[config.mk]
export PLATFORM = sky130hd
export DESIGN_NAME = gnoise_axis
export DESIGN_NICKNAME = d
export VERILOG_FILES = /design/src/hw/rtl/gnoise_pkg.sv /design/src/hw/rtl/gnoise_axis.sv
export SDC_FILE = /design/constraint.sdc
export NUM_CORES = 1
export LEC_CHECK = 0
export BUFFER_PORTS_ARGS = -buffer_cell sky130_fd_sc_hd__buf_2
export CORE_MARGIN = 8
export CORE_UTILIZATION = 55
export CTS_BUF_LIST = sky130_fd_sc_hd__clkbuf_4 sky130_fd_sc_hd__clkbuf_8
export CTS_CLUSTER_DIAMETER = 50
export DETAILED_ROUTE_END_ITERATION = 8
export PLACE_DENSITY = 0.73
export SETUP_SLACK_MARGIN = 0.4
export SYNTH_ARGS = -nofsm -noshare
export SYNTH_HDL_FRONTEND = slang
export SYNTH_SLANG_ARGS = --single-unit
export TNS_END_PERCENT = 1
[constraint.sdc]
create_clock -name clk -period 7.75 [get_ports clk]
set_input_delay 1.1625 -clock clk [delete_from_list [all_inputs] [get_ports clk]]
set_output_delay 1.1625 -clock clk [all_outputs]
set_load 0.03 [all_outputs]
[src/hw/rtl/gnoise_pkg.sv]
`default_nettype none

package gnoise_pkg;

  // Operation codes carried by the command channel.
  localparam logic [2:0] OP_LOAD_PERM = 3'd0;
  localparam logic [2:0] OP_LOAD_G1   = 3'd1;
  localparam logic [2:0] OP_LOAD_G2   = 3'd2;
  localparam logic [2:0] OP_LOAD_G3   = 3'd3;
  localparam logic [2:0] OP_EVAL_1D   = 3'd4;
  localparam logic [2:0] OP_EVAL_2D   = 3'd5;
  localparam logic [2:0] OP_EVAL_3D   = 3'd6;

  localparam int OP_W    = 3;
  localparam int INDEX_W = 12;
  localparam int PERM_W  = 12;
  localparam int GRAD_W  = 16;
  localparam int COORD_W = 32;
  localparam int NOISE_W = 18;

  // Position within a cell is Q0.16, the smooth weight needs one more bit.
  localparam int WEIGHT_FRAC = 16;
  localparam int S_W         = 17;
  // Corner offset (r or r - 1.0) as signed Q1.16.
  localparam int R_W         = 18;
  localparam int PROD_W      = R_W + GRAD_W;
  // Three products summed, with headroom.
  localparam int DOT_W       = 36;

  localparam int LATTICE_OFFSET = 4096;
  localparam int OUT_SHIFT      = 14;

  localparam logic signed [NOISE_W-1:0] NOISE_MAX = 18'sd131071;
  localparam logic signed [NOISE_W-1:0] NOISE_MIN = -18'sd131072;

  typedef struct packed {
    logic [OP_W-1:0]           op;
    logic [INDEX_W-1:0]        index;
    logic [PERM_W-1:0]         perm_value;
    logic signed [GRAD_W-1:0]  g0;
    logic signed [GRAD_W-1:0]  g1;
    logic signed [GRAD_W-1:0]  g2;
  } load_cmd_t;

  typedef struct packed {
    logic signed [GRAD_W-1:0] g0;
    logic signed [GRAD_W-1:0] g1;
    logic signed [GRAD_W-1:0] g2;
  } grad_vec_t;

endpackage

`default_nettype wire

[src/hw/rtl/gnoise_axis.sv]
`default_nettype none

// One coordinate axis: lattice cell and fraction in the first stage, the
// square of the fraction in the second, the smooth weight in the third.
module gnoise_axis #(
  parameter int FRAC_BITS = 16,
  parameter int IDX_W     = 12
) (
  input  wire                                   clk,
  input  wire                                   en,
  input  wire signed [gnoise_pkg::COORD_W-1:0]  coord,
  output logic [IDX_W-1:0]                      cell0,
  output logic [IDX_W-1:0]                      cell1,
  output logic [gnoise_pkg::WEIGHT_FRAC-1:0]    frac,
  output logic [gnoise_pkg::S_W-1:0]            smooth
);

  localparam int T_W = FRAC_BITS + IDX_W;
  localparam int RF  = gnoise_pkg::WEIGHT_FRAC;
  localparam logic [RF+1:0] THREE_ONE = (RF+2)'(3 * (1 << RF));

  logic [T_W-1:0]    t;
  logic [RF-1:0]     r_next;
  logic [2*RF-1:0]   sq;
  logic [RF-1:0]     frac_s2;
  logic [RF-1:0]     sq_hi;
  logic [RF+1:0]     weight;
  logic [2*RF+1:0]   wprod;

  // Only the bits up to the top of the cell index matter, so the sum is
  // taken modulo 2^(FRAC_BITS + IDX_W); the upper bits give floor for free.
  assign t = T_W'(coord) + (T_W'(gnoise_pkg::LATTICE_OFFSET) << FRAC_BITS);

  if (FRAC_BITS >= RF) begin : g_trunc
    assign r_next = t[FRAC_BITS-1 -: RF];
  end else begin : g_widen
    assign r_next = {t[FRAC_BITS-1:0], {(RF-FRAC_BITS){1'b0}}};
  end

  assign sq     = (2*RF)'(frac) * (2*RF)'(frac);
  assign weight = THREE_ONE - {1'b0, frac_s2, 1'b0};
  assign wprod  = (2*RF+2)'(sq_hi) * (2*RF+2)'(weight);

  always_ff @(posedge clk) begin
    if (en) begin
      cell0   <= t[T_W-1:FRAC_BITS];
      cell1   <= IDX_W'(t[T_W-1:FRAC_BITS] + 1'b1);
      frac    <= r_next;
      frac_s2 <= frac;
      sq_hi   <= sq[2*RF-1:RF];
      smooth  <= wprod[RF+gnoise_pkg::S_W-1:RF];
    end
  end

endmodule

`default_nettype wire

* Word-level counts from Yosys, hierarchy flattened
Cells that the tools add are included.
** Storage, ports and cells
- Bits in registers :: 89
- Logic and storage cells :: 10
** Operators by class
- $add $sub $neg :: 2
- Multipliers :: 2
** Operator list (number)
- $mul 16x18->33 :: 1
- $mul 16x16->32 :: 1
- $sub 18x17->18 const A :: 1
- $add 12x1->12 const B :: 1

* Depth between registers and ports, before layout
- Word-level depth :: 2
- Depth in mapped cells :: 28

* Least setup slack after synthesis
No wires, ideal clock.
- Path kind :: register -> register
- From :: register frac_s2[2]
- To :: register smooth[13] (netlist bit), data pin
- Arrival :: 6.573 ns
- Path slack :: 0.919 ns
- Cell stages (with the launch flop) :: 27
- Path buffers :: 1
- Clock period less this slack :: 6.831 ns
- Cell sequence :: edfxtp_1 > nor2_1 > nand3_1 > or3_4 > nand2b_4 > nor4_1 > xnor2_1 > buf_2 > nand2_1 > fa_1 > fa_1 > fa_1 > inv_1 > fa_1 > fa_1 > inv_1 > fa_1 > inv_1 > ha_1 > nor2_1 > nor3_1 > nor4_1 > nor3_1 > a31oi_1 > o31ai_1 > a21oi_1 > xnor2_1
** Between the ends
- Word-level cells in the longest chain between the ends :: 2
** Ends and longest elaborated chain
- start, declared :: RTL line gnoise_axis.sv:25 : logic [RF-1:0] frac_s2;
- start signal, assigned :: RTL line gnoise_axis.sv:49 : frac_s2 <= frac;
- $sub 18x17->18 :: RTL line gnoise_axis.sv:41 : assign weight = THREE_ONE - {1'b0, frac_s2, 1'b0};
- $mul 16x18->33 :: RTL line gnoise_axis.sv:42 : assign wprod = (2*RF+2)'(sq_hi) * (2*RF+2)'(weight);
- via wprod[29] :: RTL line gnoise_axis.sv:28 : logic [2*RF+1:0] wprod;
- end signal, assigned :: RTL line gnoise_axis.sv:51 : smooth <= wprod[RF+gnoise_pkg::S_W-1:RF];
- end, declared :: RTL line gnoise_axis.sv:15 : output logic [gnoise_pkg::S_W-1:0] smooth
The timed path passes the listed nets, and every way through them passes these cells.
A chain may end at the register's enable or synchronous reset.

* Worst setup path after layout
Same ends and word-level chain as after synthesis.

==> results.py <==
metrics = {
    "cts": {
        "cts_tree": "yes",
        "clk-insertion-delay-late_ns": 0.42,
        "clock-sinks": 89,
        "cts.htree.levels": 3,
        "clk_pin_slew_ns": 0.11,
        "cts_made_buffers": 9,
        "clk_path_buf_depth": 2,
        "cts_root_buf": "clkbuf_8",
    },
    "sta": {
        "final-setup-viol-count": 0,
        "rsz0062_at_grt": "true",
        "clock.fmax_mhz": 139,
        "final-hold-violation-count": 0,
        "tns_ns": 0,
        "finalCritPeriodShare_pct": 92.9,
        "tightest_slew_ns": 0.899,
        "finClkSkew_ns": 0.0141,
        "maxSlewViolCount": 0,
        "slew_headroom_pct": 40.1,
        "finalCriticalPeriod_ns": 7.20,
    },
    "critical_path": {
        "end_kind": "flop",
        "cp_slowest_cell": "fa_1",
        "r2r_setup_slack_ns": 0.55,
        "worst-setup-path-type": "flop to flop",
        "worst-path-max-fanout": 16,
        "crit_family": "adder cells",
        "crit_end": "smooth[13]",
        "startpoint_type": "flop",
        "cpMostUsedCell": "fa_1",
        "worst-path-stages": 25,
        "path_buf_inv": 4,
        "arrival_ns": 7.37,
        "critPathMaxStageDelay_ns": 0.54,
        "startpoint": "frac_s2[2]",
        "reg2regPathDepth": 25,
        "required_ns": 7.92,
        "r2r_end": "smooth[13]",
        "rr_startpoint": "frac_s2[2]",
    },
    "hold_path": {
        "hold_path_class": "flop to flop",
        "hold_path_startpoint": "frac[7]",
    },
    "yosys": {
        "synth_edf_count": 89,
        "yosys-top-cells-area": "fa_1 (40%), edfxtp_1 (14%), ha_1 (13%)",
        "ys_seq_area_share_pct": 14.4,
        "post_synth.cell_area_avg_um2": 9.73,
        "syn_area_um2": 18600,
        "ys_ff_latch": 89,
        "synth_top_area_cell": "fa_1",
        "ys.flop_type": "edfxtp_1",
        "synthCells": 1909,
        "synth_most_common_cell": "inv_1",
        "ys_types": 60,
        "synth_top_cell_area_share_pct": 39.9,
        "netlist_top_cells_count": "inv_1 (491), fa_1 (370), nand2_1 (235)",
        "synth_fp_nets": 2511,
        "yosysWarnings": 0,
        "async_flop_share_pct": 0,
    },
    "die": {
        "die-area_um2": 39900,
        "core_area_um2": 33400,
        "placementRows": 67,
        "io_pins": 91,
        "die_w_um": 200,
        "start_util_pct": 55.7,
        "die_h_um": 200,
    },
    "global_route": {
        "grt_overflow_total": 0,
        "grt_pass1_vias": 14378,
        "grt_first_pass_wirelength_um": 70600,
        "grt_max_degree": 49,
        "gr-usage-all-layers_pct": 22.4,
        "antenna_found_initial": 0,
    },
    "drt": {
        "wl_met3_um": 1950,
        "drcViolationCount": 0,
        "routed.top_layer": "met4",
        "wire_per_inst_um": 17.2,
        "ant_nets": 0,
        "vias_per_cell": 5.29,
        "vias": 12912,
        "initialDrtViolationCount": 674,
        "first_pass_iters": 5,
        "wl_met1_um": 17200,
        "routed_wl_um": 41900,
        "routed-wl-met2_um": 21600,
    },
    "final_layout": {
        "area_growth_pct": 8.33,
        "fin_nets": 2588,
        "layout-drive-gt1-share_pct": 9.50,
        "n_fill_cell": 2825,
    },
    "placed_design": {
        "gp_congestion": 0.865,
        "place.port_buffers": 86,
        "post-dp-hpwl_um": 32900,
    },
    "status": {
        "run_status": "complete, no violations",
    },
    "run": {
        "maxCapViolCount": 0,
    },
}
## state kept, by name (all words and copies together) (netlist names)
register,count
smooth,17
frac,16
frac_s2,16
sq_hi,16
cell0,12
cell1,12
## layout by cell type (no fill, tap or decap), types with 7 or more instances in the layout
cell type / instances
inv_1: 491
fa_1: 370
nand2_1: 234
ha_1: 195
and2_1: 168
edfxtp_1: 89
buf_2: 85
xnor2_1: 40
nor2_1: 39
a21oi_1: 32
buf_4: 32
xor2_1: 25
o21ai_0: 15
and3_1: 14
nand3_1: 13
a21o_1: 10
clkbuf_8: 9
nand4_1: 8
nor3_1: 7
## final cells by class
cell class | instances | area (µm²) | area share [%]
Multi-Input combinational cell | 1271 | 14100 | 69.9
Sequential cell | 89 | 2670 | 13.3
Inverter | 491 | 1840 | 9.16
Timing Repair Buffer | 124 | 774 | 3.85
Tap cell | 448 | 561 | 2.79
Clock buffer | 9 | 124 | 0.616
Clock inverter | 6 | 75.1 | 0.373
Antenna cell | 1 | 2.50 | 0.0124
## stage by stage
step	std cells	setup slack (ns)	util, %	instance area [µm²]	hold slack, ns
final	2439	0.548	60.3	20100	0.766
after global routing	2438	0.270	60.3	20100	0.783
after CTS	2427	0.402	59.4	19800	0.770
after detailed placement	2411	0.0999	58.6	19600	0.740
after global placement	2411	0.292	58.6	19600	0.737
after floorplan	1909	0.919	-	18600	0.572
## repair_timing
item                                   CTS  global route
setup endpoints to repair                8            14
pin swaps                                1            20
setup buffers                            1            11
hold buffers                             0             0
endpoints found under the hold margin    0             0
resized for setup                        9            39
## layer usage
layer / vias up / GRT usage, %
li1: 5893 / -
met3: 72 / 3.12
met4: 0 / 7.52
met1: 6630 / 27.7
met5: - / 0
met2: 317 / 40.1
## how the worst min path moves through the flow
stage	endpoint	slack, ns	cells past startpoint
5_1_grt	frac_s2[7]	0.78	1
4_1_cts	frac_s2[7]	0.77	1
3_5_place_dp	frac_s2[7]	0.74	1
6_report	frac_s2[7]	0.77	1
2_1_floorplan	frac_s2[0]	0.57	0
3_3_place_gp	frac_s2[7]	0.74	1
## logic make-up (layout without fill, tap and decap cells)
| family | after synthesis | in the layout | synth area share, % |
|---|---|---|---|
| buffers and inverters | 549 | 630 | 11.2 |
| AND/OR/NAND/NOR | 524 | 524 | 14.0 |
| other | 0 | 1 | 0 |
| multiplexers | 1 | 1 | 0.0606 |
| AO/OA/AOI/OAI | 109 | 109 | 3.89 |
| adder cells (fa/ha/maj) | 568 | 568 | 53.2 |
| XOR/XNOR | 69 | 69 | 3.25 |
| flip-flops | 89 | 89 | 14.4 |
Power is not shown: default switching activity piles up to over one toggle a cycle in this logic, so the estimate is an artifact.
