### src/hw/rtl/gnoise_fifo.sv
`default_nettype none

// Two-entry result queue that decouples the pipeline from the receiver.
module gnoise_fifo #(
  parameter int WIDTH = 18
) (
  input  wire              clk,
  input  wire              rst,
  input  wire              push,
  input  wire [WIDTH-1:0]  din,
  output logic             room,
  output logic             valid,
  input  wire              stall,
  output logic [WIDTH-1:0] dout
);

  logic [1:0]       count;
  logic [WIDTH-1:0] slot0;
  logic [WIDTH-1:0] slot1;
  logic             pop;

  assign pop   = (count != 2'd0) && !stall;
  assign room  = (count != 2'd2);
  assign valid = (count != 2'd0);
  assign dout  = slot0;

  always_ff @(posedge clk) begin
    if (rst) begin
      count <= 2'd0;
    end else begin
      count <= count + {1'b0, push} - {1'b0, pop};
    end
  end

  always_ff @(posedge clk) begin
    if (pop) begin
      slot0 <= (count == 2'd2) ? slot1 : din;
      if (push) begin
        slot1 <= din;
      end
    end else if (push) begin
      if (count == 2'd0) begin
        slot0 <= din;
      end else begin
        slot1 <= din;
      end
    end
  end

endmodule

`default_nettype wire

### config.mk
export PLATFORM = sky130hd
export DESIGN_NAME = gnoise_fifo
export DESIGN_NICKNAME = d
export VERILOG_FILES = /design/src/hw/rtl/gnoise_fifo.sv
export SDC_FILE = /design/constraint.sdc
export NUM_CORES = 1
export LEC_CHECK = 0
export ABC_AREA = 1
export ABC_CLOCK_PERIOD_IN_PS = 2950
export BUFFER_PORTS_ARGS = -buffer_cell sky130_fd_sc_hd__buf_2
export CORE_UTILIZATION = 28
export CTS_CLUSTER_SIZE = 30
export DETAILED_ROUTE_END_ITERATION = 10
export PLACE_DENSITY = 0.59
export SKIP_LAST_GASP = 1
export SYNTH_ARGS = -nofsm -noshare
export SYNTH_HDL_FRONTEND = slang
export SYNTH_SLANG_ARGS = --single-unit
### constraint.sdc
create_clock -name clk -period 2.95 [get_ports clk]
set_clock_uncertainty 0.15 [all_clocks]
set_input_delay 0.7375 -clock clk [delete_from_list [all_inputs] [get_ports clk]]
set_output_delay 0.7375 -clock clk [all_outputs]
set_load 0.02 [all_outputs]
Word level (Yosys, flattened, before mapping)
Index checks and enable logic that the tools add are counted.
- reduce and logical (&&, ||, !) cells: 8
- add/sub/neg operators: 2
- equal/unequal tests: 3
- muxes and demuxes: 8
- operator list (operator ; number):
    $mux W18 ; 8
    $reduce_bool A2 Y1 ; 3
    $ne A2 B2 Y1 const B ; 2
    $reduce_and A2 Y1 ; 2
    $add A2 B1 Y2 ; 1
    $eq A2 B2 Y1 const B ; 1
    $logic_not A2 Y1 ; 1
    $sub A2 B1 Y2 ; 1
    $logic_and A1 B1 Y1 ; 1
    $logic_not A1 Y1 ; 1
- output and inout bits: 20
- input port bits: 22
- register bits after elaboration: 38

Logic depth before layout (Yosys ltp)
Gate-level depths: netlist (run 1).
- depth in word-level cells: 4
- gate-level depth with buffers: 12
- gate-level depth less buffers: 12

Worst setup path after synthesis (run 1)
Ideal clock, no wire load.
- kind: input port to flip-flop
- start point: input push
- end point: register slot0[0] (netlist: dout[0]) (enable)
- data arrival time: 2.097 ns
- library setup time: 0.418 ns
- path buffers: 0
- setup slack: 0.285 ns
- cell stages on the path: 2
- path through: inv_1 -> o21ai_0
- word-level cells in the longest chain between the ends: 2
- ends and longest elaborated chain (what ; RTL line ; RTL):
    from (decl) ; 9 ; input wire push,
    $reduce_bool A2 Y1 (no source line) ; n/a ;
    $reduce_and A2 Y1 (no source line) ; n/a ;
    to (signal assigned) ; 37 ; slot0 <= (count == 2'd2) ? slot1 : din;
    to (signal assigned) ; 43 ; slot0 <= din;
    to (decl) ; 18 ; logic [WIDTH-1:0] slot0;
Every way passes these cells.
A chain may end at the register's enable or synchronous reset.

Final worst setup path (run 1)
- start point: register count[1]
- end point: output room
- word-level cells in the longest chain between the ends: 1
- ends and longest elaborated chain (what ; RTL line ; RTL):
    from (decl) ; 17 ; logic [1:0] count;
    from (signal assigned) ; 31 ; count <= count + {1'b0, push} - {1'b0, pop};
    $ne A2 B2 Y1 ; 23 ; assign room = (count != 2'd2);
    to (decl) ; 11 ; output logic room,
Every way passes these cells.

==> flow_summary.rst, run 1 <==
.. list-table::
   :header-rows: 1

   * - Metric
     - Value
   * - Result of the run
     - complete, no violations
   * - Hold Startpoint
     - slot1[9]
   * - Actual transition at the worst max-transition pin
     - 568 ps
   * - Routed vias/inst
     - 4.10
   * - Hold Violations, Final
     - 0
   * - Met3 routed wirelength
     - 105 um
   * - Total setup buffers inserted after CTS
     - 0
   * - Placed standard-cell area
     - 1800 sq um
   * - Slowest Stage Delay on Critical Path
     - 370 ps
   * - Static Leakage
     - 0.822 nW
   * - Final standard cell count with taps included and fillers excluded
     - 240
   * - Initial core utilization
     - 0.296
   * - Slew Viols, Final
     - 0
   * - Average cell area after synthesis
     - 12.4 sq um
   * - Layout cells sized above 1
     - 0.324
   * - Port bufs
     - 41
   * - Largest delay share family, worst path
     - simple AND/OR/NAND/NOR gates
   * - Detailed-route wire length
     - 2750 um
   * - Setup slack of the critical path after layout
     - 758 ps
   * - Worst R2R End
     - count[1]
   * - CTS H-tree lvls
     - 2
   * - Depth of the worst register-to-register path
     - 11
   * - Wire per inst
     - 11.4 um
   * - Worst skew pair latency
     - 280 ps
   * - Clock slew at reported path FFs
     - 70 ps
   * - Shortest period the worst path allows
     - 2190 ps
   * - Total routed wire length on the met1 layer
     - 1110 um
   * - Antenna violations before repair
     - 0
   * - Synthesis-to-layout area growth
     - 23.0%
   * - Worst flop-to-flop path startpoint
     - count[0]
   * - Cells along the critical path
     - inv_2 -> nor2_4 -> inv_1 -> buf_2
   * - Height of the die
     - 75.9 um
   * - Max transition margin
     - 0.621
   * - Uppermost layer routed
     - met4
   * - Final number of setup-violating endpoints
     - 0
   * - NumNets Final
     - 193
   * - Ant diodes
     - 0
   * - Yosys cell types
     - 17
   * - Number of buffers inserted during clock tree synthesis
     - 5
   * - Die Footprint
     - 5760 sq um
   * - Critical Path Slowest Stage Cell
     - sky130_fd_sc_hd__nor2_4
   * - Hold Path Depth
     - 2
   * - Number of placed I/O pins
     - 42
   * - Maximum fanout along the worst path
     - 20
   * - First drt pass iteration count
     - 3
   * - Number of global-route vias before repair
     - 909
   * - First-pass GRT wire length
     - 4240 um
   * - Maximum number of pins on one net before global-route repair
     - 21
   * - Gate count of the mapped netlist
     - 123
   * - Critical path endpoint category
     - output port
   * - Start-to-end type of the worst setup path
     - reg2out
   * - Number of warnings printed during yosys synthesis
     - 0
   * - Worst min-delay path category
     - reg2reg
   * - Half-perimeter wire length of the detailed placement result
     - 1930 um
   * - Last weighted congestion value of the routability-driven placer
     - 0.712
   * - Routed via count
     - 984
   * - Maximum clock rate
     - 456 MHz
   * - DIE WIDTH
     - 75.9 um
   * - Post-synthesis sequential area ratio
     - 0.733
   * - CTS tree
     - done
   * - Met2 Routed Length
     - 1480 um
   * - CP arrival
     - 1300 ps
   * - Share of the cycle needed by the critical path after routing
     - 0.743
   * - Clk sink count
     - 38
   * - Drt drc
     - 0
   * - Cts-stage hold buffer count
     - 0
   * - Setup repair after global routing missed its margin
     - no
   * - Final total negative setup slack
     - 0 ps
   * - Most frequent cells in the layout
     - sky130_fd_sc_hd__nand2_1, sky130_fd_sc_hd__buf_2, sky130_fd_sc_hd__edfxtp_1
   * - Core area
     - 5170 sq um
   * - Placement Rows
     - 26
   * - Power Dens Cells
     - 926 nW/um^2
   * - Residual antenna-violating net count after detailed routing
     - 0
   * - Number of cells upsized or downsized after cts
     - 0
   * - Overall overflow remaining after global route
     - 0
   * - Worst Path Buf+Inv
     - 3
   * - Required time of the critical path
     - 2060 ps
   * - Total GRT Usage
     - 0.105
   * - Max-cap violation count
     - 0
   * - CP Launch Type
     - register
   * - Placed Cells incl. Taps
     - 232
   * - Worst R2R Setup Slack
     - 1200 ps
   * - Hold path endpoint
     - dout[9]
   * - Synthesized flop and latch total
     - 38
   * - Library cell used as clock root buffer
     - sky130_fd_sc_hd__clkbuf_8
   * - Worst-case vdd ir drop
     - 0.000290 V
   * - Maximum number of buffers from clock root to sink
     - 2
   * - Filler cells
     - 523
   * - Drt initial violations
     - 60
   * - Total nets after synthesis
     - 147
   * - Post-Place Setup Slack
     - 842 ps
   * - Final instance area
     - 1880 sq um
   * - Post-synthesis instance area
     - 1530 sq um
[where the power goes]
| part | leakage, nW | internal (mW) | total (mW) | switching, mW |
|---|---|---|---|---|
| combinational | 0.420 | 0.159 | 0.552 | 0.393 |
| sequential | 0.359 | 0.817 | 0.860 | 0.0435 |
| clock | 0.0426 | 0.162 | 0.329 | 0.167 |
| total | 0.822 | 1.14 | 1.74 | 0.603 |
[worst max-delay path by stage]
stage,from,to,slack (ps),cells past startpoint
2_1_floorplan,push,dout[0],290,2
3_3_place_gp,push,slot1[5],900,4
3_5_place_dp,push,slot1[5],840,4
4_1_cts,count[1],room,730,4
5_1_grt,count[1],room,650,4
6_report,count[1],room,760,4
[per-layer routing]
metal | GRT usage | up-vias
li1 | - | 508
met1 | 0.111 | 454
met2 | 0.181 | 18
met3 | 0.0370 | 4
met4 | 0.0617 | 0
met5 | 0 | -
[tightest hold or removal path, stage by stage, from the launching register on]
cell and delay (ps):
sky130_fd_sc_hd__edfxtp_1 320, sky130_fd_sc_hd__nand3_1 70, sky130_fd_sc_hd__nand2_1 60
[Yosys cell counts (all sizes together)]
master  instances  area (sq um)
nand3          19          95.1
buf             4          38.8
edfxtp         36          1080
dfxtp           2          40.0
o21ai           1          5.00
ha              2          25.0
clkbuf          1          13.8
a21oi           2          10.0
inv            11          41.3
nor2            3          18.8
nand2          42           160
[final cells by class]
class / count / area [sq um] / area share
sequential: 38 / 1120 / 0.596
multi-input combinational: 69 / 322 / 0.171
timing repair buffer: 44 / 228 / 0.121
tap: 70 / 87.6 / 0.0466
clock buffer: 6 / 72.6 / 0.0386
inverter: 11 / 41.3 / 0.0220
clock inverter: 2 / 8.76 / 0.00466
[through the flow]
stage	hold WS [ps]	util	power, mW
2_1_floorplan	374	-	1.26
3_3_place_gp	380	0.348	1.43
3_5_place_dp	385	0.348	1.44
4_1_cts	405	0.364	1.77
5_1_grt	425	0.364	1.85
6_report	401	0.364	1.74
[kinds of logic after synthesis]
group | count (synthesis) | synth area share
simple gates | 64 | 0.179
fa+ha+maj | 2 | 0.0164
buf+inv | 16 | 0.0614
flops | 38 | 0.733
compound gates | 3 | 0.00982
[state kept, by name, summed over array words and instances, names as in the netlist]
signal / flops
count: 2
dout: 18
slot1: 18
(Power assumes the default switching activity.)
==> inputs of run 2 (changes only) <==
--- a/config.mk
+++ b/config.mk
@@ -6,7 +6,7 @@
 export NUM_CORES = 1
 export LEC_CHECK = 0
 export ABC_AREA = 1
-export ABC_CLOCK_PERIOD_IN_PS = 2950
+export ABC_CLOCK_PERIOD_IN_PS = 2200
 export BUFFER_PORTS_ARGS = -buffer_cell sky130_fd_sc_hd__buf_2
 export CORE_UTILIZATION = 28
 export CTS_CLUSTER_SIZE = 30
==> constraint.sdc (replaced) <==
create_clock -name clk -period 2.2 [get_ports clk]
set_clock_uncertainty 0.15 [all_clocks]
set_input_delay 0.55 -clock clk [delete_from_list [all_inputs] [get_ports clk]]
set_output_delay 0.55 -clock clk [all_outputs]
set_load 0.02 [all_outputs]
==> run 2 against run 1 <==
  * Sequential share of layout area about the same
  * Via count is 1.0% higher
  * Register-to-register slack worse by 820 ps
  * Design area about the same
  * Flip-flop and latch count stayed put
  * Sequential power increased by 35%
  * Critical path depth did not move
==> flow_summary.rst, run 2 (synthesized netlist as in run 1, its figures left out) <==
.. list-table::
   :header-rows: 1

   * - Metric
     - Value
   * - Routed via count
     - 994 (+1.0%)
   * - Port bufs
     - 41 (unchanged)
   * - Core area
     - 5170 sq um (unchanged)
   * - Final total negative setup slack
     - 0 ps (unchanged)
   * - Share of the cycle needed by the critical path after routing
     - 0.851
   * - Result of the run
     - complete, no violations
   * - Global-route track usage on met3
     - 0.0542 (+0.0172)
   * - Cts-stage hold buffer count
     - 0 (unchanged)
   * - Ant diodes
     - 0 (unchanged)
   * - Static Leakage
     - 0.820 nW (-0.28%)
   * - Switching power share of the total
     - 0.348 (+0.00177)
   * - Clock slew at reported path FFs
     - 70 ps (about the same)
   * - Total setup buffers inserted after CTS
     - 0 (unchanged)
   * - Capture point of the critical path
     - room
   * - Residual antenna-violating net count after detailed routing
     - 0 (unchanged)
   * - Library cell used as clock root buffer
     - sky130_fd_sc_hd__clkbuf_8
   * - Max transition margin
     - 0.368 (-0.253)
   * - Critical Path Source
     - count[1]
   * - Logic pwr share
     - 0.315 (-0.002)
   * - Start-to-end type of the worst setup path
     - reg2out
   * - First drt pass iteration count
     - 4 (+1)
   * - NumNets Final
     - 193 (unchanged)
   * - Height of the die
     - 75.9 um (unchanged)
   * - Finished Core Util
     - 0.363 (about the same)
   * - DIE WIDTH
     - 75.9 um (unchanged)
   * - Total area of multi-input combinational cells
     - 322 sq um (unchanged)
   * - Layout cells sized above 1
     - 0.318 (-0.00588)
   * - Maximum number of buffers from clock root to sink
     - 2 (unchanged)
   * - Half-perimeter wire length of the detailed placement result
     - 1900 um (-1.4%)
   * - Depth of the worst register-to-register path
     - 3 (-8)
   * - Required time of the critical path
     - 1500 ps (-560 ps)
   * - Hold Violations, Final
     - 0 (unchanged)
   * - Setup repair after global routing missed its margin
     - no
   * - Number of placed I/O pins
     - 42 (unchanged)
   * - Number of global-route vias before repair
     - 969 (+6.6%)
   * - Proportion of power drawn by flip-flops and latches
     - 0.494 (about the same)
   * - Last weighted congestion value of the routability-driven placer
     - 0.718 (+0.91%)
   * - CTS tree
     - done
   * - Wire per inst
     - 11.9 um (+4.3%)
   * - Clock group share of total power
     - 0.192 (+0.003)
   * - Drt drc
     - 0 (unchanged)
   * - Routed vias/inst
     - 4.14 (+1.0%)
   * - Placement Rows
     - 26 (unchanged)
   * - Worst-case vdd ir drop
     - 0.000612 V (+110%)
   * - Worst skew pair latency
     - 280 ps (about the same)
   * - CP arrival
     - 1170 ps (-130 ps)
   * - Slew Viols, Final
     - 0 (unchanged)
   * - Max-cap violation count
     - 0 (unchanged)
   * - Antenna violations before repair
     - 0 (unchanged)
   * - Die Footprint
     - 5760 sq um (unchanged)
   * - First-pass GRT wire length
     - 4340 um (+2.5%)
   * - Overall overflow remaining after global route
     - 0 (unchanged)
   * - Final instance area
     - 1880 sq um (about the same)
   * - Actual transition at the worst max-transition pin
     - 948 ps (+380 ps)
   * - Number of cells upsized or downsized after cts
     - 0 (unchanged)
   * - Final number of setup-violating endpoints
     - 0 (unchanged)
   * - Maximum number of pins on one net before global-route repair
     - 20 (-4.8%)
   * - Switching power
     - 0.816 mW (+35%)
   * - Maximum clock rate
     - 534 MHz
   * - Clk sink count
     - 38 (unchanged)
   * - Power Dens Cells
     - 1250 nW/um^2 (+35%)
   * - Maximum fanout along the worst path
     - 11 (-45%)
   * - Internal
     - 1.53 mW (+34%)
   * - Detailed-route wire length
     - 2860 um (+4.3%)
   * - Setup slack of the critical path after layout
     - 328 ps (-430 ps)
   * - Register area
     - 1120 sq um (unchanged)
   * - Worst R2R Setup Slack
     - 380 ps (-820 ps)
   * - CP Launch Type
     - register
   * - Worst flop-to-flop path startpoint
     - count[0]
   * - Grt peak-use layer
     - met2
   * - CTS H-tree lvls
     - 2 (unchanged)
   * - Most frequent cells in the layout
     - sky130_fd_sc_hd__nand2_1, sky130_fd_sc_hd__buf_2, sky130_fd_sc_hd__edfxtp_1
   * - Post-Place Setup Slack
     - 174 ps (-667 ps)
   * - Synthesis-to-layout area growth
     - 22.9% (about the same)
   * - Drt initial violations
     - 50 (-17%)
   * - Shortest period the worst path allows
     - 1870 ps
   * - Met2 Use GR
     - 0.182 (+0.000983)
   * - Worst R2R End
     - dout[12]
   * - Initial core utilization
     - 0.296 (unchanged)
   * - Placed standard-cell area
     - 1800 sq um (unchanged)
   * - Total GRT Usage
     - 0.109 (+0.00381)
   * - Worst min-delay path category
     - in2reg
   * - Global-route track usage on met1
     - 0.118 (+0.00723)
   * - Critical path endpoint category
     - output port
   * - Number of buffers inserted during clock tree synthesis
     - 5 (unchanged)
   * - Filler cells
     - 531 (+1.5%)
==> run 2: cell types whose count changed in the layout (fill, tap and decap cells not counted) <==
cell	delta
sky130_fd_sc_hd__clkinv_2	-1
sky130_fd_sc_hd__clkbuf_1	+1
==> run 2: through the flow <==
| step | hold WS (ps) | instances | total power, mW |
|---|---|---|---|
| 6_report | 281 | 240 | 2.35 |
| 5_1_grt | 283 | 240 | 2.51 |
| 3_5_place_dp | 386 | 232 | 1.93 |
| 3_3_place_gp | 378 | 232 | 1.91 |
| 4_1_cts | 279 | 240 | 2.37 |
| 2_1_floorplan | 374 | 123 | 1.69 |
==> run 2: critical path: stages, from the launching register on <==
cell                      delay (ps)
sky130_fd_sc_hd__dfxtp_1         340
sky130_fd_sc_hd__inv_2            70
sky130_fd_sc_hd__nor2_4          240
sky130_fd_sc_hd__inv_1            70
sky130_fd_sc_hd__buf_2           160
==> run 2: final cells by class <==
cell class	instances	share of cell area
sequential	38	0.597
multi-input combinational	69	0.171
timing repair buffer	44	0.121
tap	70	0.0466
clock buffer	7	0.0406
inverter	11	0.0220
clock inverter	1	0.00200
==> run 2: worst min-delay path by stage <==
stage             start        to  cells past startpoint
2_1_floorplan  slot1[0]   dout[0]                      2
3_3_place_gp   slot1[6]   dout[6]                      2
3_5_place_dp   slot1[1]   dout[1]                      2
4_1_cts             rst  count[0]                      2
5_1_grt             rst  count[0]                      2
6_report            rst  count[0]                      2
==> run 2: power by group through the flow <==
stage,clock (mW),sequential [mW],combinational (mW)
after floorplan,0,1.36,0.326
after global placement,0,1.17,0.740
after detailed placement,0,1.18,0.754
after CTS,0.457,1.16,0.756
after global routing,0.493,1.19,0.830
final,0.449,1.16,0.738
==> run 2: metal layers <==
metal,share of wire,vias to the layer above
met5,0,-
met2,0.49,30
met1,0.42,454
li1,-,504
met3,0.071,6
met4,0.017,0
==> inputs of run 3 (changes only) <==
--- a/config.mk
+++ b/config.mk
@@ -8,10 +8,11 @@
 export ABC_AREA = 1
 export ABC_CLOCK_PERIOD_IN_PS = 2200
 export BUFFER_PORTS_ARGS = -buffer_cell sky130_fd_sc_hd__buf_2
+export CORE_ASPECT_RATIO = 0.5
 export CORE_UTILIZATION = 28
 export CTS_CLUSTER_SIZE = 30
 export DETAILED_ROUTE_END_ITERATION = 10
-export PLACE_DENSITY = 0.59
+export PLACE_DENSITY_LB_ADDON = 0.25
 export SKIP_LAST_GASP = 1
 export SYNTH_ARGS = -nofsm -noshare
 export SYNTH_HDL_FRONTEND = slang
==> run 3 against run 2 <==
  * Cell count rose by 0.42%
  * Die area rose by 0.31%
  * Routed wire length rose by 2.2%
  * Sequential power barely moved
  * Sequential share of layout area fell by 0.39 points
  * Critical path type unchanged
  * Largest cell class unchanged
==> flow_summary.rst, run 3 (synthesized netlist as in run 1, its figures left out) <==
.. list-table::
   :header-rows: 1

   * - Metric
     - Value
   * - Worst min-delay path category
     - in2reg
   * - Total GRT Usage
     - 0.112 (+0.00265)
   * - Ant diodes
     - 0 (unchanged)
   * - Static Leakage
     - 0.826 nW (+0.84%)
   * - Critical Path Slowest Stage Cell
     - sky130_fd_sc_hd__dfxtp_1
   * - Antenna violations before repair
     - 0 (unchanged)
   * - Maximum number of pins on one net before global-route repair
     - 20 (unchanged)
   * - Maximum clock rate
     - 518 MHz (-2.9%)
   * - Total area of multi-input combinational cells
     - 322 sq um (unchanged)
   * - Detailed-route wire length
     - 2930 um (+2.2%)
   * - Max-cap violation count
     - 0 (unchanged)
   * - Share of the cycle needed by the critical path after routing
     - 0.877 (+0.0256)
   * - Overall overflow remaining after global route
     - 0 (unchanged)
   * - Number of cells upsized or downsized after cts
     - 0 (unchanged)
   * - Half-perimeter wire length of the detailed placement result
     - 1900 um (+0.17%)
   * - CP Launch Type
     - register
   * - Residual antenna-violating net count after detailed routing
     - 0 (unchanged)
   * - Actual transition at the worst max-transition pin
     - 964 ps (+16.4 ps)
   * - Slew Viols, Final
     - 0 (unchanged)
   * - Last weighted congestion value of the routability-driven placer
     - 0.685 (-4.7%)
   * - Critical path endpoint category
     - output port
   * - Finished Core Util
     - 0.372 (+0.00835)
   * - First drt pass iteration count
     - 4 (unchanged)
   * - Clk sink count
     - 38 (unchanged)
   * - Drt drc
     - 0 (unchanged)
   * - Filler cells
     - 534 (+0.56%)
   * - Worst skew pair latency
     - 280 ps (about the same)
   * - Placement Rows
     - 18 (-31%)
   * - CTS H-tree lvls
     - 2 (unchanged)
   * - DIE WIDTH
     - 107 um (+40%)
   * - First-pass GRT wire length
     - 4540 um (+4.6%)
   * - Routed via count
     - 994 (unchanged)
   * - Setup slack of the critical path after layout
     - 271 ps (-56.4 ps)
   * - Max transition margin
     - 0.357 (-0.0109)
   * - Total setup buffers inserted after CTS
     - 0 (unchanged)
   * - Result of the run
     - complete, no violations
   * - Drt initial violations
     - 29 (-42%)
   * - Library cell used as clock root buffer
     - sky130_fd_sc_hd__clkbuf_8
   * - Most frequent cells in the layout
     - sky130_fd_sc_hd__nand2_1, sky130_fd_sc_hd__buf_2, sky130_fd_sc_hd__edfxtp_1
   * - Global-route track usage on met1
     - 0.137 (+0.0184)
   * - Port bufs
     - 41 (unchanged)
   * - Cts-stage hold buffer count
     - 0 (unchanged)
   * - Required time of the critical path
     - 1500 ps (about the same)
   * - Maximum number of buffers from clock root to sink
     - 2 (unchanged)
   * - Global-route track usage on met3
     - 0.0429 (-0.0114)
   * - CTS tree
     - done
   * - Power Dens Cells
     - 1250 nW/um^2 (+0.51%)
   * - Synthesis-to-layout area growth
     - 23.7%
   * - Clock slew at reported path FFs
     - 70 ps (about the same)
   * - Post-Place Setup Slack
     - 114 ps (-60.2 ps)
   * - Number of placed I/O pins
     - 42 (unchanged)
   * - Layout cells sized above 1
     - 0.333 (+0.0157)
   * - Final total negative setup slack
     - 0 ps (unchanged)
   * - Cells along the critical path
     - inv_2 -> nor2_4 -> inv_1 -> buf_2
   * - Number of global-route vias before repair
     - 947 (-2.3%)
   * - Routed vias/inst
     - 4.12 (-0.41%)
   * - Maximum fanout along the worst path
     - 12 (+1)
   * - Core area
     - 5090 sq um (-1.6%)
   * - Height of the die
     - 54.3 um (-29%)
   * - Worst-case vdd ir drop
     - 0.000301 V (-51%)
   * - Met2 Use GR
     - 0.175 (-0.00658)
   * - Wire per inst
     - 12.1 um (+1.7%)
   * - Shortest period the worst path allows
     - 1930 ps (+56.4 ps)
   * - Slowest Stage Delay on Critical Path
     - 350 ps (about the same)
   * - Initial core utilization
     - 0.300 (+0.00480)
   * - Start-to-end type of the worst setup path
     - reg2out
   * - Die Footprint
     - 5780 sq um (+0.31%)
   * - Hold Violations, Final
     - 0 (unchanged)
   * - NumNets Final
     - 194 (+0.52%)
   * - Number of buffers inserted during clock tree synthesis
     - 5 (unchanged)
   * - Grt peak-use layer
     - met2
   * - Final number of setup-violating endpoints
     - 0 (unchanged)
   * - CP arrival
     - 1230 ps (+60 ps)
   * - Register area
     - 1120 sq um (unchanged)
   * - Setup repair after global routing missed its margin
     - no
[run 3: through the flow]
step           power [mW]  hold slack, ps  instance area (sq um)  std cells
6_report             2.37             282                   1890        241
5_1_grt              2.52             278                   1890        241
4_1_cts              2.41             275                   1890        241
3_5_place_dp         1.95             383                   1810        233
3_3_place_gp         1.93             381                   1810        233
2_1_floorplan        1.69             374                   1530        123
[run 3: layout make-up]
cell class	count	share of cell area
clock buffer	5	0.0364
clock inverter	3	0.00860
inverter	11	0.0218
multi-input combinational	69	0.170
sequential	38	0.593
tap	70	0.0463
timing repair buffer	45	0.124
[run 3: layer usage]
layer	share of wire	vias up	wire, um
met3	0.051	4	149
met2	0.47	22	1390
met1	0.46	460	1340
met5	0	-	0
met4	0.017	0	49
li1	-	508	-
[run 3: where the power goes]
part | internal, mW | switching [mW] | total (mW)
registers | 1.10 | 0.0568 | 1.15
logic | 0.218 | 0.539 | 0.756
clock network | 0.217 | 0.247 | 0.464
[run 3: worst max-delay path: cells and delay by family (launching register included)]
kind	cells	cell delay [ps]
AND/OR/NAND/NOR	1	280
buffers and inverters	3	310
flip-flops	1	350
[run 3: path summary, 6_finish.rpt]
kind | from | endpoint | slack (ps) | depth (start not counted)
worst min-delay path | rst | count[0] | 280 | 2
worst min register to register | slot1[6] | dout[6] | 400 | 2
worst max register to register | count[0] | dout[0] | 360 | 3
worst max-delay path | count[1] | room | 270 | 4
